### src/rtl/core/atfci_pkg.sv
`default_nettype none

package atfci_pkg;

  localparam logic [1:0] FUNC_READ  = 2'd0;
  localparam logic [1:0] FUNC_WRITE = 2'd1;
  localparam logic [1:0] FUNC_FLUSH = 2'd2;

  localparam logic [1:0] CFG_DISK_PRESENT    = 2'd0;
  localparam logic [1:0] CFG_TOTAL_SECTORS   = 2'd1;
  localparam logic [1:0] CFG_LBA48_SUPPORTED = 2'd2;

  localparam logic [1:0] KIND_REJECT = 2'd0;
  localparam logic [1:0] KIND_FLUSH  = 2'd1;
  localparam logic [1:0] KIND_LBA28  = 2'd2;
  localparam logic [1:0] KIND_LBA48  = 2'd3;

  localparam logic [2:0] REG_NONE   = 3'd0;
  localparam logic [2:0] REG_COUNT  = 3'd2;
  localparam logic [2:0] REG_LBA_LO = 3'd3;
  localparam logic [2:0] REG_LBA_MI = 3'd4;
  localparam logic [2:0] REG_LBA_HI = 3'd5;
  localparam logic [2:0] REG_DRIVE  = 3'd6;
  localparam logic [2:0] REG_CMD    = 3'd7;

  localparam logic [7:0] DRIVE_LBA28    = 8'hE0;
  localparam logic [7:0] DRIVE_LBA48    = 8'h40;
  localparam logic [7:0] CMD_READ_EXT   = 8'h24;
  localparam logic [7:0] CMD_WRITE_EXT  = 8'h34;
  localparam logic [7:0] CMD_READ       = 8'h20;
  localparam logic [7:0] CMD_WRITE      = 8'h30;
  localparam logic [7:0] CMD_FLUSH      = 8'hE7;
  localparam logic [48:0] LBA28_TOP     = 49'h0_0000_0FFF_FFFF;

  localparam logic [3:0] LAST_STEP_LBA28 = 4'd5;
  localparam logic [3:0] LAST_STEP_LBA48 = 4'd9;

  typedef struct packed {
    logic [1:0]  func;
    logic [47:0] sector_address;
    logic [7:0]  sector_count;
  } req_t;

  typedef struct packed {
    logic [2:0] reg_offset;
    logic [7:0] reg_value;
    logic       rejected;
    logic       last;
  } rsp_t;

  typedef struct packed {
    logic        disk_present;
    logic [47:0] total_sectors;
    logic        lba48_supported;
  } cfg_t;

  typedef struct packed {
    logic [1:0]  kind;
    logic        is_write;
    logic [47:0] lba;
    logic [7:0]  count;
  } job_t;

endpackage

`default_nettype wire

### src/rtl/core/atfci_front.sv
`default_nettype none

module atfci_front (
  input  var atfci_pkg::req_t req_data,
  input  var atfci_pkg::cfg_t cfg,
  output atfci_pkg::job_t     job
);

  logic [48:0] end_lba;
  logic        bad;
  logic        use48;

  always_comb begin
    end_lba = {1'b0, req_data.sector_address} + {41'b0, req_data.sector_count};
    bad = !(req_data.func inside {atfci_pkg::FUNC_READ, atfci_pkg::FUNC_WRITE,
                                  atfci_pkg::FUNC_FLUSH})
          || !cfg.disk_present
          || (req_data.sector_count == 8'd0)
          || (end_lba > {1'b0, cfg.total_sectors});
    use48 = cfg.lba48_supported && (end_lba > atfci_pkg::LBA28_TOP);

    job.is_write = (req_data.func == atfci_pkg::FUNC_WRITE);
    job.lba      = req_data.sector_address;
    job.count    = req_data.sector_count;
    if (bad) begin
      job.kind = atfci_pkg::KIND_REJECT;
    end else if (req_data.func == atfci_pkg::FUNC_FLUSH) begin
      job.kind = atfci_pkg::KIND_FLUSH;
    end else if (use48) begin
      job.kind = atfci_pkg::KIND_LBA48;
    end else begin
      job.kind = atfci_pkg::KIND_LBA28;
    end
  end

endmodule

`default_nettype wire

### src/rtl/core/atfci_queue.sv
`default_nettype none

module atfci_queue #(
  parameter int DEPTH = 2
) (
  input  var logic            clk,
  input  var logic            rst,
  input  var logic            push,
  input  var atfci_pkg::job_t push_data,
  input  var logic            pop,
  output logic                full,
  output logic                nonempty,
  output atfci_pkg::job_t     head
);

  localparam int PW = (DEPTH > 1) ? $clog2(DEPTH) : 1;
  localparam int CW = $clog2(DEPTH + 1);
  localparam logic [PW-1:0] PTR_LAST = PW'(DEPTH - 1);
  localparam logic [CW-1:0] CNT_FULL = CW'(DEPTH);

  atfci_pkg::job_t entries [DEPTH];
  logic [PW-1:0]   wr_ptr;
  logic [PW-1:0]   rd_ptr;
  logic [CW-1:0]   fill;

  assign full     = (fill == CNT_FULL);
  assign nonempty = (fill != '0);
  assign head     = entries[rd_ptr];

  always_ff @(posedge clk) begin
    if (push) begin
      entries[wr_ptr] <= push_data;
    end
  end

  always_ff @(posedge clk) begin
    if (rst) begin
      wr_ptr <= '0;
      rd_ptr <= '0;
      fill   <= '0;
    end else begin
      if (push) begin
        wr_ptr <= (wr_ptr == PTR_LAST) ? '0 : wr_ptr + 1'b1;
      end
      if (pop) begin
        rd_ptr <= (rd_ptr == PTR_LAST) ? '0 : rd_ptr + 1'b1;
      end
      if (push && !pop) begin
        fill <= fill + 1'b1;
      end else if (pop && !push) begin
        fill <= fill - 1'b1;
      end
    end
  end

`ifndef SYNTHESIS
  a_no_overflow: assert property (@(posedge clk) disable iff (rst) push |-> !full)
    else $error("push into a full queue");
  a_no_underflow: assert property (@(posedge clk) disable iff (rst) pop |-> nonempty)
    else $error("pop from an empty queue");
  a_fill_bound: assert property (@(posedge clk) disable iff (rst) fill <= CNT_FULL)
    else $error("queue fill out of range");
`endif

endmodule

`default_nettype wire

### src/rtl/core/atfci_back.sv
`default_nettype none

module atfci_back (
  input  var logic            clk,
  input  var logic            rst,
  input  var logic            job_valid,
  input  var atfci_pkg::job_t job,
  output logic                job_pop,
  output logic                rsp_valid,
  input  var logic            rsp_stall,
  output atfci_pkg::rsp_t     rsp_data
);

  logic [3:0]      step;
  logic            load;
  atfci_pkg::rsp_t item;
  logic [7:0]      cmd28;
  logic [7:0]      cmd48;

  always_comb begin
    cmd28 = job.is_write ? atfci_pkg::CMD_WRITE : atfci_pkg::CMD_READ;
    cmd48 = job.is_write ? atfci_pkg::CMD_WRITE_EXT : atfci_pkg::CMD_READ_EXT;
    item.rejected   = 1'b0;
    item.last       = 1'b0;
    item.reg_offset = atfci_pkg::REG_NONE;
    item.reg_value  = 8'h00;
    case (job.kind)
      atfci_pkg::KIND_REJECT: begin
        item.rejected = 1'b1;
        item.last     = 1'b1;
      end
      atfci_pkg::KIND_FLUSH: begin
        item.reg_offset = atfci_pkg::REG_CMD;
        item.reg_value  = atfci_pkg::CMD_FLUSH;
        item.last       = 1'b1;
      end
      atfci_pkg::KIND_LBA28: begin
        item.last = (step == atfci_pkg::LAST_STEP_LBA28);
        case (step)
          4'd0: begin
            item.reg_offset = atfci_pkg::REG_DRIVE;
            item.reg_value  = atfci_pkg::DRIVE_LBA28 | {4'h0, job.lba[27:24]};
          end
          4'd1: begin
            item.reg_offset = atfci_pkg::REG_COUNT;
            item.reg_value  = job.count;
          end
          4'd2: begin
            item.reg_offset = atfci_pkg::REG_LBA_LO;
            item.reg_value  = job.lba[7:0];
          end
          4'd3: begin
            item.reg_offset = atfci_pkg::REG_LBA_MI;
            item.reg_value  = job.lba[15:8];
          end
          4'd4: begin
            item.reg_offset = atfci_pkg::REG_LBA_HI;
            item.reg_value  = job.lba[23:16];
          end
          default: begin
            item.reg_offset = atfci_pkg::REG_CMD;
            item.reg_value  = cmd28;
          end
        endcase
      end
      default: begin
        item.last = (step == atfci_pkg::LAST_STEP_LBA48);
        case (step)
          4'd0: begin
            item.reg_offset = atfci_pkg::REG_COUNT;
            item.reg_value  = 8'h00;
          end
          4'd1: begin
            item.reg_offset = atfci_pkg::REG_LBA_LO;
            item.reg_value  = job.lba[31:24];
          end
          4'd2: begin
            item.reg_offset = atfci_pkg::REG_LBA_MI;
            item.reg_value  = job.lba[39:32];
          end
          4'd3: begin
            item.reg_offset = atfci_pkg::REG_LBA_HI;
            item.reg_value  = job.lba[47:40];
          end
          4'd4: begin
            item.reg_offset = atfci_pkg::REG_COUNT;
            item.reg_value  = job.count;
          end
          4'd5: begin
            item.reg_offset = atfci_pkg::REG_LBA_LO;
            item.reg_value  = job.lba[7:0];
          end
          4'd6: begin
            item.reg_offset = atfci_pkg::REG_LBA_MI;
            item.reg_value  = job.lba[15:8];
          end
          4'd7: begin
            item.reg_offset = atfci_pkg::REG_LBA_HI;
            item.reg_value  = job.lba[23:16];
          end
          4'd8: begin
            item.reg_offset = atfci_pkg::REG_DRIVE;
            item.reg_value  = atfci_pkg::DRIVE_LBA48;
          end
          default: begin
            item.reg_offset = atfci_pkg::REG_CMD;
            item.reg_value  = cmd48;
          end
        endcase
      end
    endcase
  end

  assign load    = job_valid && (!rsp_valid || !rsp_stall);
  assign job_pop = load && item.last;

  always_ff @(posedge clk) begin
    if (rst) begin
      rsp_valid <= 1'b0;
      step      <= 4'd0;
    end else if (load) begin
      rsp_valid <= 1'b1;
      step      <= item.last ? 4'd0 : step + 4'd1;
    end else if (!rsp_stall) begin
      rsp_valid <= 1'b0;
    end
  end

  always_ff @(posedge clk) begin
    if (load) begin
      rsp_data <= item;
    end
  end

`ifndef SYNTHESIS
  a_reject_is_last: assert property (@(posedge clk) disable iff (rst)
    rsp_valid && rsp_data.rejected |-> rsp_data.last)
    else $error("rejected result not marked last");
  a_step_bound: assert property (@(posedge clk) disable iff (rst)
    step <= atfci_pkg::LAST_STEP_LBA48)
    else $error("step counter out of range");
  a_step_restart: assert property (@(posedge clk) disable iff (rst)
    job_pop |=> step == 4'd0)
    else $error("step counter not restarted after a request");
`endif

endmodule

`default_nettype wire

### src/rtl/core/ata_task_file_command_issuer.sv
// Channel   | Valid      | Stall      | Payload
// request   | req_valid  | req_stall  | req_data  (func, sector_address, sector_count)
// response  | rsp_valid  | rsp_stall  | rsp_data  (reg_offset, reg_value, rejected, last)
// config    | cfg_we     | -          | cfg_index, cfg_data
//
// A request gives 1 result (reject or flush), 6 (LBA28) or 10 (LBA48), one per cycle
// while rsp_stall is low; the first is registered at the output after the queue.
// Requests enter a QUEUE_DEPTH-entry queue; req_stall is high only while it is full.
// While valid, rsp_stall holds the back end's output register and step counter.
// Synchronous reset empties the queue and clears all configuration to zero.
`default_nettype none

module ata_task_file_command_issuer #(
  parameter int QUEUE_DEPTH = 2
) (
  input  var logic             clk,
  input  var logic             rst,
  input  var logic             cfg_we,
  input  var logic [1:0]       cfg_index,
  input  var logic [47:0]      cfg_data,
  input  var logic             req_valid,
  output logic                 req_stall,
  input  var atfci_pkg::req_t  req_data,
  output logic                 rsp_valid,
  input  var logic             rsp_stall,
  output atfci_pkg::rsp_t      rsp_data
);

  atfci_pkg::cfg_t cfg;
  atfci_pkg::job_t new_job;
  atfci_pkg::job_t head;
  logic            q_full;
  logic            q_nonempty;
  logic            q_pop;
  logic            push;

  always_ff @(posedge clk) begin
    if (rst) begin
      cfg <= '0;
    end else if (cfg_we) begin
      case (cfg_index)
        atfci_pkg::CFG_DISK_PRESENT:    cfg.disk_present    <= cfg_data[0];
        atfci_pkg::CFG_TOTAL_SECTORS:   cfg.total_sectors   <= cfg_data;
        atfci_pkg::CFG_LBA48_SUPPORTED: cfg.lba48_supported <= cfg_data[0];
        default: begin
        end
      endcase
    end
  end

  assign req_stall = q_full;
  assign push      = req_valid && !q_full;

  atfci_front u_front (
    .req_data (req_data),
    .cfg      (cfg),
    .job      (new_job)
  );

  atfci_queue #(
    .DEPTH (QUEUE_DEPTH)
  ) u_queue (
    .clk       (clk),
    .rst       (rst),
    .push      (push),
    .push_data (new_job),
    .pop       (q_pop),
    .full      (q_full),
    .nonempty  (q_nonempty),
    .head      (head)
  );

  atfci_back u_back (
    .clk       (clk),
    .rst       (rst),
    .job_valid (q_nonempty),
    .job       (head),
    .job_pop   (q_pop),
    .rsp_valid (rsp_valid),
    .rsp_stall (rsp_stall),
    .rsp_data  (rsp_data)
  );

endmodule

`default_nettype wire

### config.mk
export PLATFORM = sky130hd
export DESIGN_NAME = ata_task_file_command_issuer
export DESIGN_NICKNAME = d
export VERILOG_FILES = /design/src/rtl/core/atfci_pkg.sv /design/src/rtl/core/atfci_front.sv /design/src/rtl/core/atfci_queue.sv /design/src/rtl/core/atfci_back.sv /design/src/rtl/core/ata_task_file_command_issuer.sv
export SDC_FILE = /design/constraint.sdc
export NUM_CORES = 1
export LEC_CHECK = 0
export BUFFER_PORTS_ARGS = -buffer_cell sky130_fd_sc_hd__buf_4
export CORE_MARGIN = 8
export CORE_UTILIZATION = 40
export CTS_CLUSTER_SIZE = 14
export DETAILED_ROUTE_END_ITERATION = 10
export PLACE_DENSITY_LB_ADDON = 0.3
export REMOVE_ABC_BUFFERS = 1
export SETUP_SLACK_MARGIN = 0.15
export SYNTH_ARGS = -nofsm -noshare
export SYNTH_HDL_FRONTEND = slang
export SYNTH_SLANG_ARGS = --single-unit
### constraint.sdc
create_clock -name clk -period 3.7 [get_ports clk]
set_input_delay 0.37 -clock clk [delete_from_list [all_inputs] [get_ports clk]]
set_output_delay 0.37 -clock clk [all_outputs]
set_load 0.05 [all_outputs]
==> results.yml <==
cts:
  clk_pin_slew_ns: 0.07
  clock-sinks: 191
  tritoncts: "done"
  ctsHoldBuffers: 0
  cts_buffers: 17
  htree_levels: 4
  clockBufferDepth: 2
  root_buffer: "clkbuf_16"
  clk_latency_ns: 0.43
logic_synthesis:
  synthMostInstantiatedCell: "nand2_1"
  synth_cells: 1002
  ys_seq_elements: 191
  synthTopCellsByCount: "141 x nand2_1, 131 x edfxtp_1, 83 x a21oi_1, 67 x inv_1"
  synth_area_mm2: 0.0101
  yosys_warnings: 0
  yosysSeqAreaShare_pct: 50.7
  synth_top_area_share_pct: 38.8
  synth_largest_area_cell: "edfxtp_1"
  ys_async_sr_fraction_pct: 0
  synth_area_leaders: "edfxtp_1 39%, dfxtp_1 12%, ha_1 7.5%"
  post_synth.cell_area_avg_um2: 10.1
  synth_edf_count: 131
  synthDistinctLibCells: 57
  synthFlopType: "edfxtp_1"
drt:
  met2_wirelength_um: 13300
  wirelength_um: 28600
  dr.max_layer_used: "met4"
  wl_met3_um: 1690
  dr.pass1.iters: 5
  vias: 8283
  postRouteAntennaNets: 0
  viasPerCell: 5.29
  drt-met1-wl_um: 12800
  drt_iter0_drc: 604
  wire_per_inst_um: 18.2
  drc: 0
worst_setup_path:
  critPathArrivalTime_ns: 3.90
  start_kind: "input port"
  cp-end-kind: "flip-flop"
  worst_ep_required_time_ns: 3.85
  crit_top_cell: "buf_4"
  worstPathCellList: "buf_4, ha_1, o21ai_1, a221oi_2, o21ai_4, or4_4, buf_4, xnor2_1, ha_1, nand4_1, nor4_1, buf_4, o211ai_1, nand4_1, a221oi_2, o21ai_1, nand2_1, nor3b_2"
  max_stage_delay_ns: 0.52
  crit_slowest_cell: "or4_4"
  critical_path_class: "in2reg"
  path_max_fanout: 5
power_and_ir_drop:
  leakage_nw: 4.85
  total_power_mw: 6.89
  p_per_area_mw_per_mm2: 531
  irDropWorstVdd_v: 0.000403
global_routing:
  grt_max_degree: 59
  overflow: 0
  grt_pass1_wl_um: 44300
  grt_use_total_pct: 18.5
  antenna_found_initial: 0
  grt_pass1_vias: 8293
floorplan:
  fp-row-count: 58
  fp.dieH_um: 175
  die_w_um: 175
  top_level_ports: 128
  placeableCoreArea_mm2: 0.0250
  initial_core_util_pct: 40.5
  dieArea_mm2: 0.0307
outcome:
  status: "finished with violations"
  violations: "setup timing"
final_layout:
  nFillCells: 2245
  postLayoutCellArea_mm2: 0.0130
  drive_above_1_share_pct: 25.2
  seqCellArea_mm2: 0.00514
  syn2layout_area_growth_pct: 28.0
  fin_util_pct: 51.8
  n_antenna_cell: 0
  fin_nets: 1398
  multi_input_area_mm2: 0.00475
sta:
  whs_ns: 0.148
  fin_skew_ns: 0.0105
  setup_viol: 4
  period_share_pct: 101
  setup_ws_ns: -0.0419
  rsz0062_at_grt: "true"
  slew_headroom_pct: 35.1
  worst_slew_pin_slew_ns: 0.971
  fmax_mhz: 267
  hold_viol: 0
  min_period_ns: 3.74
  final.setup.tns_ns: -0.102
  slew_viol_final: 0
flow_run:
  maxCapViolations: 0
place:
  gp_congestion: 0.930
  io_buffers: 127
  dpl_cell_area_mm2: 0.0122
  dp.final_hpwl_um: 21800
worst_hold_path:
  hp-class: "in2reg"
==> cell families after synthesis <==
logic type,synth area share (%)
and+or+nand+nor,15.7
muxes,5.79
DFF,50.7
buffers and inverters,3.96
AOI/OAI and AO/OA,11.7
adders and majority gates,7.73
xor gates and xnor gates,4.49
==> final timing paths <==
| kind | start | end | slack, ns | cells past startpoint |
|---|---|---|---|---|
| max reg2reg | flip-flop | u_queue.fill[1]$_SDFFE_PP0P_ | 1.16 | 9 |
| min reg2reg | cfg[6]$_SDFFE_PP0P_ | cfg[6]$_SDFFE_PP0P_ | 0.46 | 2 |
| max | req_data[7] | u_queue.entries[0][58]$_DFFE_PP_ | -0.04 | 18 |
| min | req_data[11] | u_queue.entries[1][11]$_DFFE_PP_ | 0.15 | 1 |
==> state kept, by name, indices dropped and copies added (netlist names), named ones only <==
signal and cells:
u_queue.entries 118, cfg 50, u_back.rsp_data 13, u_back.step 4, u_queue.fill 2, u_back.rsp_valid 1, u_queue.rd_ptr 1, u_queue.wr_ptr 1
==> area by class of cell <==
cell class | count | area share (%)
Multi-Input combinational cell | 704 | 36.6
Tap cell | 330 | 3.18
Sequential cell | 191 | 39.6
Timing Repair Buffer | 242 | 14.2
Clock inverter | 11 | 0.984
Clock buffer | 21 | 3.47
Inverter | 67 | 1.94
==> critical path: cells and delay by family <==
kind | cells | cell delay [ns]
AO/OA/AOI/OAI | 6 | 0.94
XOR/XNOR | 1 | 0.15
buffers and inverters | 3 | 0.46
AND/OR/NAND/NOR | 6 | 1.35
adder cells (fa/ha/maj) | 2 | 0.65
==> where the power goes <==
| group | total, mW | internal, mW | switching, mW |
|---|---|---|---|
| logic | 2.28 | 0.853 | 1.42 |
| registers | 2.79 | 2.68 | 0.104 |
| clock network | 1.82 | 1.02 | 0.799 |
| total | 6.89 | 4.56 | 2.33 |
==> per-stage QoR <==
| stage | cells | setup WS, ns |
|---|---|---|
| after global placement | 1532 | -0.730 |
| after floorplan | 962 | -0.350 |
| after detailed placement | 1532 | -0.836 |
| final | 1566 | -0.0419 |
| after global routing | 1566 | -0.199 |
| after CTS | 1565 | 0.00499 |
==> cell usage in the layout, fill, tap and decap left out, types with 4 or more instances in the layout <==
master / Yosys / layout
dfxtp_1: 60 / 59
xor2_1: 19 / 19
and3_1: 7 / 6
and2_1: 4 / 4
a21oi_1: 83 / 79
nor2b_1: 8 / 7
o31ai_1: 4 / 4
ha_1: 61 / 59
nand2b_1: 4 / 4
nand3_1: 34 / 34
inv_1: 67 / 66
clkbuf_16: 0 / 17
o22ai_1: 35 / 35
o21ai_0: 18 / 16
or3_1: 6 / 6
nor3_1: 16 / 15
mux2_2: 5 / 5
xnor2_1: 33 / 32
o211ai_1: 5 / 5
a221oi_1: 5 / 4
nor4_1: 20 / 18
nand4_1: 21 / 21
or2_2: 4 / 4
a21o_1: 10 / 10
nand2_1: 141 / 141
a21oi_2: 1 / 5
o221ai_1: 5 / 5
buf_4: 0 / 239
mux2i_1: 53 / 53
edfxtp_1: 131 / 131
nor2_1: 61 / 58
==> metal layers <==
layer  GRT usage [%]  up-vias
met1            24.3     3875
met2            30.0      275
li1                -     4085
met4            6.43        0
met5               0        -
met3            3.43       48
==> what timing repair did <==
action	4_1_cts	5_1_grt
endpoints found under the setup margin	4	4
pin swaps	18	6
buffers inserted	1	1
gates cloned	0	0
gates resized for setup	27	3
(Power assumes the default switching activity.)
